File: config.mk
export PLATFORM = sky130hd
export DESIGN_NAME = erase_range_planner_core
export DESIGN_NICKNAME = d
export VERILOG_FILES = /design/src/hw/rtl/erp_pkg.sv /design/src/hw/rtl/erase_range_planner_core.sv /design/src/hw/rtl/erp_cfg.sv /design/src/hw/rtl/erp_mod_unit.sv
export SDC_FILE = /design/constraint.sdc
export NUM_CORES = 1
export LEC_CHECK = 0
export BUFFER_PORTS_ARGS = -buffer_cell sky130_fd_sc_hd__clkbuf_2
export CORE_MARGIN = 4
export CORE_UTILIZATION = 57
export DETAILED_ROUTE_END_ITERATION = 12
export PLACE_DENSITY = 0.79
export RECOVER_POWER = 50
export SYNTH_ARGS = -nofsm -noshare
export SYNTH_HDL_FRONTEND = slang
export SYNTH_SLANG_ARGS = --single-unit
File: constraint.sdc
create_clock -name i_clk -period 4.6 [get_ports i_clk]
set_input_delay 0.46 -clock i_clk [delete_from_list [all_inputs] [get_ports i_clk]]
set_output_delay 0.46 -clock i_clk [all_outputs]
set_load 0.01 [all_outputs]
File: src/hw/rtl/erp_pkg.sv
// Shared widths, codes and types of the erase range planner.
`default_nettype none

package erp_pkg;

    // Field and datapath widths.
    localparam int UnitW      = 25;
    localparam int DevW       = 32;
    localparam int AddrFieldW = 32;
    localparam int PosW       = 33;
    localparam int StatusW    = 3;
    localparam int OpW        = 8;
    localparam int CfgIdxW    = 2;
    localparam int CfgDataW   = 32;

    // The remainder unit walks one dividend bit per cycle.
    localparam int ModSteps   = PosW;
    localparam int ModCntW    = $clog2(ModSteps + 1);

    typedef logic [StatusW-1:0] t_status;
    typedef logic [OpW-1:0]     t_opcode;
    typedef logic [CfgIdxW-1:0] t_cfg_idx;

    // Result status codes.
    localparam t_status ST_CMD    = 3'd0;
    localparam t_status ST_ACCEPT = 3'd1;
    localparam t_status ST_EMPTY  = 3'd2;
    localparam t_status ST_ERROR  = 3'd3;
    localparam t_status ST_IDLE   = 3'd4;

    // Erase command bytes.
    localparam t_opcode OP_NONE   = 8'h00;
    localparam t_opcode OP_SECTOR = 8'h20;
    localparam t_opcode OP_BLOCK  = 8'hD8;

    // Configuration register indexes.
    localparam t_cfg_idx CFG_SECTOR = 2'd0;
    localparam t_cfg_idx CFG_BLOCK  = 2'd1;
    localparam t_cfg_idx CFG_DEVICE = 2'd2;

    // Register values after reset.
    localparam logic [UnitW-1:0] SEC_RESET = 25'd4096;
    localparam logic [UnitW-1:0] BLK_RESET = 25'd65536;
    localparam logic [DevW-1:0]  DEV_RESET = 32'd16777216;

    // Effective configuration as seen by the sequencer.
    typedef struct packed {
        logic [UnitW-1:0] sec_unit;
        logic [UnitW-1:0] blk_unit;
        logic [DevW-1:0]  dev_bytes;
    } t_cfg;

endpackage

`default_nettype wire

File: src/hw/rtl/erase_range_planner_core.sv
// Erase range planner: range check, sector alignment and erase command walk.
// A start request runs the bit-serial remainder unit twice (end and start address) and
// a next request once, each run 33 steps; an empty, rejected or idle request skips it.
// One request is in work at a time; the output register lets the next be taken in the
// cycle after a result is loaded.
// Synchronous active-low reset restores the default sizes and clears any plan.
`default_nettype none

module erase_range_planner_core #(
    parameter int ADDR_WIDTH = 32
) (
    input  wire logic                          i_clk,
    input  wire logic                          i_rst_n,
    input  wire logic                          i_cfg_we,
    input  wire erp_pkg::t_cfg_idx             i_cfg_idx,
    input  wire logic [erp_pkg::CfgDataW-1:0]  i_cfg_data,
    input  wire logic                          i_in_valid,
    output logic                               o_in_ready,
    input  wire logic                          i_kind,
    input  wire logic [erp_pkg::AddrFieldW-1:0] i_start_addr,
    input  wire logic [erp_pkg::AddrFieldW-1:0] i_length,
    output logic                               o_out_valid,
    input  wire logic                          i_out_ready,
    output erp_pkg::t_status                   o_status,
    output erp_pkg::t_opcode                   o_erase_opcode,
    output logic [erp_pkg::AddrFieldW-1:0]     o_erase_addr,
    output logic                               o_last
);
    import erp_pkg::*;

    // Sequencer states.
    localparam logic [3:0] S_IDLE     = 4'd0;
    localparam logic [3:0] S_CHECK    = 4'd1;
    localparam logic [3:0] S_END_GO   = 4'd2;
    localparam logic [3:0] S_MOD_END  = 4'd3;
    localparam logic [3:0] S_ROUND    = 4'd4;
    localparam logic [3:0] S_CAP      = 4'd5;
    localparam logic [3:0] S_MOD_ADDR = 4'd6;
    localparam logic [3:0] S_ACCEPT   = 4'd7;
    localparam logic [3:0] S_NEXT_CHK = 4'd8;
    localparam logic [3:0] S_MOD_CUR  = 4'd9;
    localparam logic [3:0] S_STEP     = 4'd10;
    localparam logic [3:0] S_FIN      = 4'd11;
    localparam logic [3:0] S_DONE     = 4'd12;

    t_cfg w_cfg;

    logic                   w_mod_start;
    logic [PosW-1:0]        w_mod_dvd;
    logic [UnitW-1:0]       w_mod_div;
    logic                   w_mod_done;
    logic [UnitW-1:0]       w_mod_rem;

    logic [3:0]             r_state,   n_state;
    logic                   r_pending, n_pending;
    logic [PosW-1:0]        r_cursor,  n_cursor;
    logic [PosW-1:0]        r_end,     n_end;
    logic [AddrFieldW-1:0]  r_addr,    n_addr;
    logic [AddrFieldW-1:0]  r_len,     n_len;
    logic                   r_rem_hit, n_rem_hit;
    logic [UnitW-1:0]       r_pad,     n_pad;
    logic                   r_blk_hit, n_blk_hit;
    logic [PosW-1:0]        r_at,      n_at;
    t_status                r_res_status, n_res_status;
    t_opcode                r_res_op,     n_res_op;
    logic                   r_res_last,   n_res_last;

    logic                   r_out_valid,  n_out_valid;
    t_status                r_out_status, n_out_status;
    t_opcode                r_out_op,     n_out_op;
    logic [ADDR_WIDTH-1:0]  r_out_addr,   n_out_addr;
    logic                   r_out_last,   n_out_last;

    logic [AddrFieldW-1:0]  w_room;
    logic [PosW-1:0]        w_left;

    erp_cfg u_cfg (
        .i_clk      (i_clk),
        .i_rst_n    (i_rst_n),
        .i_cfg_we   (i_cfg_we),
        .i_cfg_idx  (i_cfg_idx),
        .i_cfg_data (i_cfg_data),
        .o_cfg      (w_cfg)
    );

    erp_mod_unit u_mod (
        .i_clk      (i_clk),
        .i_rst_n    (i_rst_n),
        .i_start    (w_mod_start),
        .i_dividend (w_mod_dvd),
        .i_divisor  (w_mod_div),
        .o_done     (w_mod_done),
        .o_rem      (w_mod_rem)
    );

    assign o_in_ready = (r_state == S_IDLE);

    // Space left in the device past the start, and bytes left in the plan.
    assign w_room = w_cfg.dev_bytes - r_addr;
    assign w_left = r_end - r_cursor;

    // The cursor walk divides by the block size, range setup by the sector size.
    assign w_mod_div = (r_state == S_NEXT_CHK || r_state == S_MOD_CUR) ?
                       w_cfg.blk_unit : w_cfg.sec_unit;

    // Sequencer.
    always_comb begin
        n_state      = r_state;
        n_pending    = r_pending;
        n_cursor     = r_cursor;
        n_end        = r_end;
        n_addr       = r_addr;
        n_len        = r_len;
        n_rem_hit    = r_rem_hit;
        n_pad        = r_pad;
        n_blk_hit    = r_blk_hit;
        n_at         = r_at;
        n_res_status = r_res_status;
        n_res_op     = r_res_op;
        n_res_last   = r_res_last;
        n_out_valid  = r_out_valid && !i_out_ready;
        n_out_status = r_out_status;
        n_out_op     = r_out_op;
        n_out_addr   = r_out_addr;
        n_out_last   = r_out_last;
        w_mod_start  = 1'b0;
        w_mod_dvd    = r_cursor;

        unique case (r_state)
            S_IDLE: begin
                if (i_in_valid) begin
                    n_addr  = i_start_addr;
                    n_len   = i_length;
                    n_state = i_kind ? S_NEXT_CHK : S_CHECK;
                end
            end
            // Any start drops the pending plan; reject empty or oversized ranges.
            S_CHECK: begin
                n_pending  = 1'b0;
                n_res_op   = OP_NONE;
                n_res_last = 1'b0;
                if (r_len == '0) begin
                    n_res_status = ST_EMPTY;
                    n_state      = S_DONE;
                end else if (r_addr >= w_cfg.dev_bytes || r_len > w_room) begin
                    n_res_status = ST_ERROR;
                    n_state      = S_DONE;
                end else begin
                    n_end   = {1'b0, r_addr} + {1'b0, r_len};
                    n_state = S_END_GO;
                end
            end
            S_END_GO: begin
                w_mod_start = 1'b1;
                w_mod_dvd   = r_end;
                n_state     = S_MOD_END;
            end
            S_MOD_END: begin
                if (w_mod_done) begin
                    n_rem_hit = (w_mod_rem != '0);
                    n_pad     = w_cfg.sec_unit - w_mod_rem;
                    n_state   = S_ROUND;
                end
            end
            // Round the end up to a sector boundary.
            S_ROUND: begin
                if (r_rem_hit) begin
                    n_end = r_end + PosW'(r_pad);
                end
                n_state = S_CAP;
            end
            // Cap the end at the device size and align the start down.
            S_CAP: begin
                if (r_end > PosW'(w_cfg.dev_bytes)) begin
                    n_end = PosW'(w_cfg.dev_bytes);
                end
                w_mod_start = 1'b1;
                w_mod_dvd   = PosW'(r_addr);
                n_state     = S_MOD_ADDR;
            end
            S_MOD_ADDR: begin
                if (w_mod_done) begin
                    n_cursor = PosW'(r_addr) - PosW'(w_mod_rem);
                    n_state  = S_ACCEPT;
                end
            end
            S_ACCEPT: begin
                n_pending    = (r_cursor < r_end);
                n_res_status = ST_ACCEPT;
                n_state      = S_DONE;
            end
            // A next request with no plan left reports idle.
            S_NEXT_CHK: begin
                n_res_op   = OP_NONE;
                n_res_last = 1'b0;
                if (!r_pending || r_cursor >= r_end) begin
                    n_pending    = 1'b0;
                    n_res_status = ST_IDLE;
                    n_state      = S_DONE;
                end else begin
                    w_mod_start = 1'b1;
                    w_mod_dvd   = r_cursor;
                    n_state     = S_MOD_CUR;
                end
            end
            // Block erase only at a block boundary with a whole block left.
            S_MOD_CUR: begin
                if (w_mod_done) begin
                    n_blk_hit = (w_mod_rem == '0) && (w_left >= PosW'(w_cfg.blk_unit));
                    n_state   = S_STEP;
                end
            end
            S_STEP: begin
                n_at     = r_cursor;
                n_cursor = r_cursor + PosW'(r_blk_hit ? w_cfg.blk_unit : w_cfg.sec_unit);
                n_state  = S_FIN;
            end
            // The command is last when the cursor reaches the end or wraps.
            S_FIN: begin
                n_res_last   = (r_cursor >= r_end) || (r_cursor <= r_at);
                n_pending    = !n_res_last;
                n_res_status = ST_CMD;
                n_res_op     = r_blk_hit ? OP_BLOCK : OP_SECTOR;
                n_state      = S_DONE;
            end
            // Hand the result over once the output register is free.
            S_DONE: begin
                if (!r_out_valid || i_out_ready) begin
                    n_out_valid  = 1'b1;
                    n_out_status = r_res_status;
                    n_out_op     = r_res_op;
                    n_out_last   = r_res_last;
                    n_out_addr   = (r_res_status == ST_CMD) ? r_at[ADDR_WIDTH-1:0] : '0;
                    n_state      = S_IDLE;
                end
            end
            default: begin
                n_state = S_IDLE;
            end
        endcase
    end

    // Control state and plan registers.
    always_ff @(posedge i_clk) begin
        if (!i_rst_n) begin
            r_state     <= S_IDLE;
            r_pending   <= 1'b0;
            r_cursor    <= '0;
            r_end       <= '0;
            r_out_valid <= 1'b0;
        end else begin
            r_state     <= n_state;
            r_pending   <= n_pending;
            r_cursor    <= n_cursor;
            r_end       <= n_end;
            r_out_valid <= n_out_valid;
        end
    end

    // Working and result payload registers.
    always_ff @(posedge i_clk) begin
        r_addr       <= n_addr;
        r_len        <= n_len;
        r_rem_hit    <= n_rem_hit;
        r_pad        <= n_pad;
        r_blk_hit    <= n_blk_hit;
        r_at         <= n_at;
        r_res_status <= n_res_status;
        r_res_op     <= n_res_op;
        r_res_last   <= n_res_last;
        r_out_status <= n_out_status;
        r_out_op     <= n_out_op;
        r_out_addr   <= n_out_addr;
        r_out_last   <= n_out_last;
    end

    assign o_out_valid    = r_out_valid;
    assign o_status       = r_out_status;
    assign o_erase_opcode = r_out_op;
    assign o_erase_addr   = AddrFieldW'(r_out_addr);
    assign o_last         = r_out_last;

endmodule

`default_nettype wire

File: src/hw/rtl/erp_cfg.sv
// Configuration register file with zero-size unit mapping.
`default_nettype none

module erp_cfg (
    input  wire logic              i_clk,
    input  wire logic              i_rst_n,
    input  wire logic              i_cfg_we,
    input  wire erp_pkg::t_cfg_idx i_cfg_idx,
    input  wire logic [erp_pkg::CfgDataW-1:0] i_cfg_data,
    output erp_pkg::t_cfg          o_cfg
);
    import erp_pkg::*;

    logic [UnitW-1:0] r_sec;
    logic [UnitW-1:0] r_blk;
    logic [DevW-1:0]  r_dev;

    // Register writes; an unknown index leaves everything as it is.
    always_ff @(posedge i_clk) begin
        if (!i_rst_n) begin
            r_sec <= SEC_RESET;
            r_blk <= BLK_RESET;
            r_dev <= DEV_RESET;
        end else if (i_cfg_we) begin
            unique case (i_cfg_idx)
                CFG_SECTOR: r_sec <= i_cfg_data[UnitW-1:0];
                CFG_BLOCK:  r_blk <= i_cfg_data[UnitW-1:0];
                CFG_DEVICE: r_dev <= i_cfg_data[DevW-1:0];
                default: ;
            endcase
        end
    end

    // A unit size of zero behaves as one byte.
    assign o_cfg.sec_unit  = (r_sec == '0) ? UnitW'(1) : r_sec;
    assign o_cfg.blk_unit  = (r_blk == '0) ? UnitW'(1) : r_blk;
    assign o_cfg.dev_bytes = r_dev;

endmodule

`default_nettype wire

File: src/hw/rtl/erp_mod_unit.sv
// Bit-serial remainder unit: one restoring step per cycle.
`default_nettype none

module erp_mod_unit (
    input  wire logic                       i_clk,
    input  wire logic                       i_rst_n,
    input  wire logic                       i_start,
    input  wire logic [erp_pkg::PosW-1:0]   i_dividend,
    input  wire logic [erp_pkg::UnitW-1:0]  i_divisor,
    output logic                            o_done,
    output logic [erp_pkg::UnitW-1:0]       o_rem
);
    import erp_pkg::*;

    logic               r_busy;
    logic               r_done;
    logic [ModCntW-1:0] r_cnt;
    logic [PosW-1:0]    r_dvd;
    logic [UnitW-1:0]   r_rem;

    logic [UnitW:0]     w_trial;
    logic [UnitW:0]     w_diff;
    logic [UnitW-1:0]   n_rem;

    // Shift in the next dividend bit and subtract the divisor when it fits.
    always_comb begin
        w_trial = {r_rem, r_dvd[PosW-1]};
        w_diff  = w_trial - {1'b0, i_divisor};
        if (w_trial >= {1'b0, i_divisor}) begin
            n_rem = w_diff[UnitW-1:0];
        end else begin
            n_rem = w_trial[UnitW-1:0];
        end
    end

    // Step counter and completion pulse.
    always_ff @(posedge i_clk) begin
        if (!i_rst_n) begin
            r_busy <= 1'b0;
            r_done <= 1'b0;
            r_cnt  <= '0;
        end else begin
            r_done <= 1'b0;
            if (i_start) begin
                r_busy <= 1'b1;
                r_cnt  <= ModCntW'(ModSteps);
            end else if (r_busy) begin
                r_cnt <= r_cnt - ModCntW'(1);
                if (r_cnt == ModCntW'(1)) begin
                    r_busy <= 1'b0;
                    r_done <= 1'b1;
                end
            end
        end
    end

    // Dividend shifter and partial remainder.
    always_ff @(posedge i_clk) begin
        if (i_start) begin
            r_dvd <= i_dividend;
            r_rem <= '0;
        end else if (r_busy) begin
            r_dvd <= {r_dvd[PosW-2:0], 1'b0};
            r_rem <= n_rem;
        end
    end

    assign o_done = r_done;
    assign o_rem  = r_rem;

endmodule

`default_nettype wire

# --- Word-level counts from Yosys, hierarchy flattened ---
# Index checks and enable logic that the tools add are counted.
totals:
  ff_bits: 400
  latchBits: 0
  ram_bits: 0
  romBits: 0
  input_bits: 104
  output_inout_bits: 46
  elab_cells: 157
  n_memories: 0
op_classes:
  add_sub_neg: 9
  multipliers: 0
  div_mod_pow: 0
  magnitude_cmp: 8
  n_eq_ne: 26
  shift: 0
  muxes: 44
  n_bitwise: 2
  reduce_logical: 41
ops:
  columns: ["op", "n"]
  rows:
  - ["$mux 33", 7]
  - ["$pmux 33 s2", 2]
  - ["$mux 25", 5]
  - ["$pmux 33 s3", 1]
  - ["$logic_not 25->1", 3]
  - ["$add 33x25->33", 2]
  - ["$sub 25x25->25", 2]
  - ["$pmux 4 s12", 1]
  - ["$add 32x32->33", 1]
  - ["$ge 33x25->1", 1]
  - ["$ge 33x33->1", 1]
  - ["$gt 33x32->1", 1]
  - ["$le 33x33->1", 1]
  - ["$lt 33x33->1", 1]
  - ["$sub 32x25->33", 1]
  - ["$sub 33x33->33", 1]
  - ["$ge 32x32->1", 1]
  - ["$gt 32x32->1", 1]
  - ["$logic_not 32->1", 1]
  - ["$mux 4", 8]
  - ["$sub 32x32->32", 1]
  - ["$ge 26x25->1", 1]
  - ["$reduce_bool 25->1", 1]
  - ["$eq 4x4->1 const B", 5]
  - ["other kinds (33)", 80]

# --- Depth between registers and ports, before layout ---
depth:
  depth_word: 6
  depth_mapped: 26
  ltp_nobuf: 24

# --- Modules after synthesis ---
# Synthesis repeated with hierarchy kept, for this count alone.
unflattened:
  cells_unflattened: 3616
  area_unflattened_um2: 31088.6
by_module_without_submodules:
  columns: ["mod", "instances", "cells_per_inst", "area_per_inst_um2", "seq_area_each_um2"]
  rows:
  - ["erase_range_planner_core", 1, 2747, 23402.4, 6486.2]
  - ["erp_mod_unit", 1, 443, 4295.4, 1651.6]
  - ["erp_cfg", 1, 426, 3390.8, 1641.6]

# --- Worst setup path before layout ---
# OpenSTA, ideal clock, no wires.
synth_path:
  path_type: "register to register"
  start: "register r_addr[1]"
  end: "register r_end[30]"
  setup_time_ns: 0.134
  t_arrival_ns: 4.694
  required_time_ns: 4.466
  setup_slack_ns: -0.228
  stages_incl_launch_ff: 23
  path_buffers: 2
  synth_period_minus_slack_ns: 4.828
  path_cell_list: "edfxtp_1 inv_1 ha_1 nor2b_1 o211ai_1 a41oi_1 o21a_1 o2111a_1 nor2_1 o311ai_0 o41ai_1 o211ai_1 xnor2_1 ha_1 and2_1 a2111oi_0 o211ai_1 o311a_1 a211oi_2 o21a_2 buf_6 buf_4 a41oi_1"
synth_via:
  elab_chain_len: 5
  elab_cells_between_ends: 10
  classes_between: "add/sub (2); order compare (2); eq/ne (1); mux (3); reduce/logical (2)"
synth_lines:
  columns: ["item", "line", "rtl"]
  rows:
  - ["start: declaration", "erase_range_planner_core.sv:58", "logic [AddrFieldW-1:0] r_addr, n_addr;"]
  - ["start signal: assignment", "erase_range_planner_core.sv:262", "r_addr <= n_addr;"]
  - ["$sub 32x32->32", "erase_range_planner_core.sv:99", "assign w_room = w_cfg.dev_bytes - r_addr;"]
  - ["$gt 32x32->1", "erase_range_planner_core.sv:145", "end else if (r_addr >= w_cfg.dev_bytes || r_len > w_room) begin"]
  - ["$logic_or 1x1->1", "erase_range_planner_core.sv:145", null]
  - ["$ne 2x2->1 (no line)", null, null]
  - ["$reduce_and 5->1 (no line)", null, null]
  - ["end signal: assignment", "erase_range_planner_core.sv:255", "r_end <= n_end;"]
  - ["end: declaration", "erase_range_planner_core.sv:57", "logic [PosW-1:0] r_end, n_end;"]
# Parallel ways exist; a longest one is shown, timed or not. The select of a mux whose other input is x is not followed.
# A chain may end at the register's enable or synchronous reset.

# --- Worst setup path after layout ---
layout_path:
  start: "register r_addr[1]"
  end: "register r_res_status[1], enable pin"
layout_via:
  elab_chain_len: 5
  elab_cells_between_ends: 6
  classes_between: "add/sub (1); order compare (2); eq/ne (1); reduce/logical (2)"
layout_lines:
  columns: ["item", "line", "rtl"]
  rows:
  - ["$sub 32x32->32", "erase_range_planner_core.sv:99", null]
  - ["$gt 32x32->1", "erase_range_planner_core.sv:145", null]
  - ["$logic_or 1x1->1 (*)", "erase_range_planner_core.sv:145", null]
  - ["$ne 3x3->1 (no line) (*)", null, null]
  - ["$reduce_and 3->1 (no line) (*)", null, null]
  - ["end signal: assignment", "erase_range_planner_core.sv:268", "r_res_status <= n_res_status;"]
  - ["end: declaration", "erase_range_planner_core.sv:64", "t_status r_res_status, n_res_status;"]
# Mark *: on every way between the ends. The rest lies on a longest branch, timed or not.

==> impl_metrics.py <==
metrics = {
    "sta": {
        "grt_setup_unrepaired": "true",
        "fin_worst_skew_ns": 0.0223,
        "setup_viol": 39,
        "worst_slack_ns": -0.418,
        "drv_slew": 90,
        "tightest_slew_ns": 2.43,
        "slew_headroom": -0.630,
        "clock.fmax_ghz": 0.199,
        "fin_crit_sh": 1.09,
        "setup_tns_ns": -13.49,
        "hold_viol": 0,
        "fin_crit_ns": 5.02,
        "fin_hold_ws_ns": 0.0351,
    },
    "place": {
        "hpwl_mm": 79.9,
        "io_buffers": 146,
        "place_congestion": 1.03,
        "dp_cells": 4451,
        "dpl_worst_slack_ns": -0.607,
    },
    "die": {
        "fp.dieH_um": 238,
        "rows": 84,
        "die_area_mm2": 0.0566,
        "ios": 150,
        "die_x_um": 238,
        "core_mm2": 0.0524,
        "start_util": 0.575,
    },
    "synthesis": {
        "synthesis.area_mm2": 0.0301,
        "synthTopCellsByArea": "edfxtp_1 20%, ha_1 14%, dfxtp_1 12%, a21oi_1 5.9%, nand2_1 4.4%",
        "ys.flop_type": "edfxtp_1",
        "yosysWarnings": 0,
        "yosysUniqueCellTypes": 101,
        "ys_seq_elements": 388,
        "synth_top_area_share": 0.200,
        "yosysTopAreaCell": "edfxtp_1",
        "synthTopCellsByCount": "356 x a21oi_1, 356 x nand2_1, 345 x ha_1",
        "ys_async_sr_fraction": 0,
        "synthCells": 3497,
        "synth-seq-area-share": 0.324,
        "synth.avg_cell_area_um2": 8.62,
        "synth-edff-count": 201,
    },
    "grt": {
        "grt_pass1_wl_mm": 156,
        "grt_max_degree": 65,
        "gr-usage-all-layers": 0.351,
        "grt_pass1_vias": 27300,
        "antenna_found_initial": 2,
        "overflow": 0,
    },
    "cts": {
        "hold_buffers": 0,
        "worst_skew_pair.late_latency_ns": 0.60,
        "clkSinkCount": 388,
        "clk_pin_slew_ns": 0.06,
        "root_buffer": "clkbuf_16",
        "cts_tree": "built",
        "htreeDepth": 2,
        "cts_buffer_depth": 3,
        "cts_inserted_buffers": 46,
    },
    "finish": {
        "multi_input_area_mm2": 0.0193,
        "drive_gt1_frac": 0.156,
        "area_delta_synth_final_pct": 17.8,
        "nFillCells": 4260,
        "fin_nets": 4297,
        "regArea_mm2": 0.00978,
        "fin_cells": 4566,
    },
    "status": {
        "status": "complete, but fails checks",
        "violations": "capacitance limit, slew limit, setup timing",
    },
    "drt": {
        "highest_layer": "met5",
        "drtAntennaViolNets": 0,
        "met2_length_mm": 46.0,
        "viasPerCell": 6.36,
        "routed_wl_mm": 104,
        "route.met3.wl_mm": 9.11,
        "wl_met1_mm": 41.1,
        "first_iter_violations": 3007,
        "wl_per_cell_um": 22.8,
        "drc": 0,
        "drtPass1Iterations": 6,
        "num_vias": 29000,
    },
    "pwr": {
        "leakagePower_nw": 15.2,
        "ir_drop_mv": 0.382,
        "p_per_area_mw_per_mm2": 663,
    },
    "job": {
        "cap_violations": 2,
    },
    "critical_path": {
        "required_ns": 4.94,
        "critical_path_class": "flip-flop to flip-flop",
        "crit_path_end_kind": "flip-flop",
        "startpoint_type": "flip-flop",
        "cp_max_fo": 4,
        "arrival_ns": 5.36,
    },
    "hold_path": {
        "min_path_type": "primary input to flip-flop",
    },
}
## power by group
group | switching, mW | internal (mW) | leakage [nW]
Combinational | 8.38 | 6.31 | 11.1
Sequential | 0.634 | 4.51 | 3.41
Clock | 1.54 | 2.18 | 0.740
Total | 10.6 | 13.0 | 15.2
## stage by stage
stage / power [mW] / util / area (um^2)
after CTS: 22.7 / 0.672 / 35300
after global placement: 18.4 / 0.635 / 33300
after floorplan: 14.4 / - / 30200
after detailed placement: 18.6 / 0.635 / 33300
final: 23.6 / 0.677 / 35500
after global routing: 25.0 / 0.677 / 35500
## worst paths after layout
kind / endpoint / cells past startpoint / slack (ns) / from
worst min register to register: o_last / 0 / 0.43 / r_res_last
worst max register to register: r_res_status[1] / 22 / -0.42 / r_addr[1]
worst max-delay path: r_res_status[1] / 22 / -0.42 / r_addr[1]
worst min-delay path: r_addr[5] / 1 / 0.04 / i_start_addr[5]
## what timing repair did
action | in CTS | in global routing
pin swaps | 55 | 42
gates resized for setup | 80 | 48
setup buffers | 9 | 12
endpoints found under the setup margin | 42 | 76
gates cloned | 4 | 4
## cell families (layout without fill, tap and decap cells)
kind of cell             count (synthesis)  in the layout  synth area share
multiplexers                            67             67            0.0233
buffers and inverters                  400            777            0.0530
adder cells (fa/ha/maj)                353            353             0.149
other                                    1              5          0.000124
AO/OA/AOI/OAI                         1106           1106             0.240
XOR/XNOR                               180            180            0.0523
AND/OR/NAND/NOR                       1002           1002             0.159
flip-flops                             388            388             0.324
## worst max-delay path, cell delays in order, from the launching register on
cell and delay [ns]:
edfxtp_1 0.41, inv_2 0.10, ha_4 0.20, nor2b_4 0.12
o211ai_1 0.25, a41oi_2 0.18, o21a_2 0.27, o2111a_2 0.30
nor2_4 0.16, o311ai_4 0.11, o41ai_2 0.29, o211ai_1 0.17
xnor2_1 0.22, ha_1 0.29, and2_4 0.20, a2111oi_4 0.20
o211ai_1 0.19, o311a_1 0.17, a211oi_2 0.31, buf_4 0.22
or4_1 0.11, a21boi_1 0.06, o21a_1 0.22
## cell type report
cell class              count  area share
flip-flops and latches    388       0.275
repair buffers            450      0.0879
inverters                 243      0.0258
well taps                 688      0.0242
multi-input cells        2711       0.544
clock inverters            21     0.00507
diodes                      2    0.000141
clock buffers              63      0.0374
## cells in the final DEF, fill, tap and decap left out, types with 12 or more instances in the layout
master,count
nand2_1,354
a21oi_1,341
ha_1,337
buf_4,254
inv_1,235
nor2_1,217
edfxtp_1,201
dfxtp_1,183
o21ai_0,168
a21o_1,131
xnor2_1,116
clkbuf_2,97
clkbuf_1,88
a31oi_1,69
xor2_1,64
nand3_1,56
clkbuf_16,53
nand4_1,48
a211oi_1,48
nor3_1,47
mux2i_1,42
nand2b_1,41
a22oi_1,41
nor4_1,37
o21a_1,36
o211ai_1,34
and3_1,33
nor2b_1,29
and2_1,25
mux2_2,25
o21bai_1,23
and2_0,21
or3_1,18
o21ai_1,16
a21oi_2,15
a211oi_2,14
or2_2,12
## per-layer routing
metal  vias up  global-route usage
met5         -                   0
li1      13600                   -
met1     13600               0.446
met3       361              0.0680
met2      1486               0.558
met4         4               0.210
## registers in the layout, indices dropped and copies added (netlist names), 32 cells and up
name          flops
r_at             33
r_len            32
u_cfg.r_dev      32
r_end            33
r_cursor         33
o_erase_addr     32
r_addr           32
u_mod.r_dvd      33
Power figures use the tool's default switching activity.
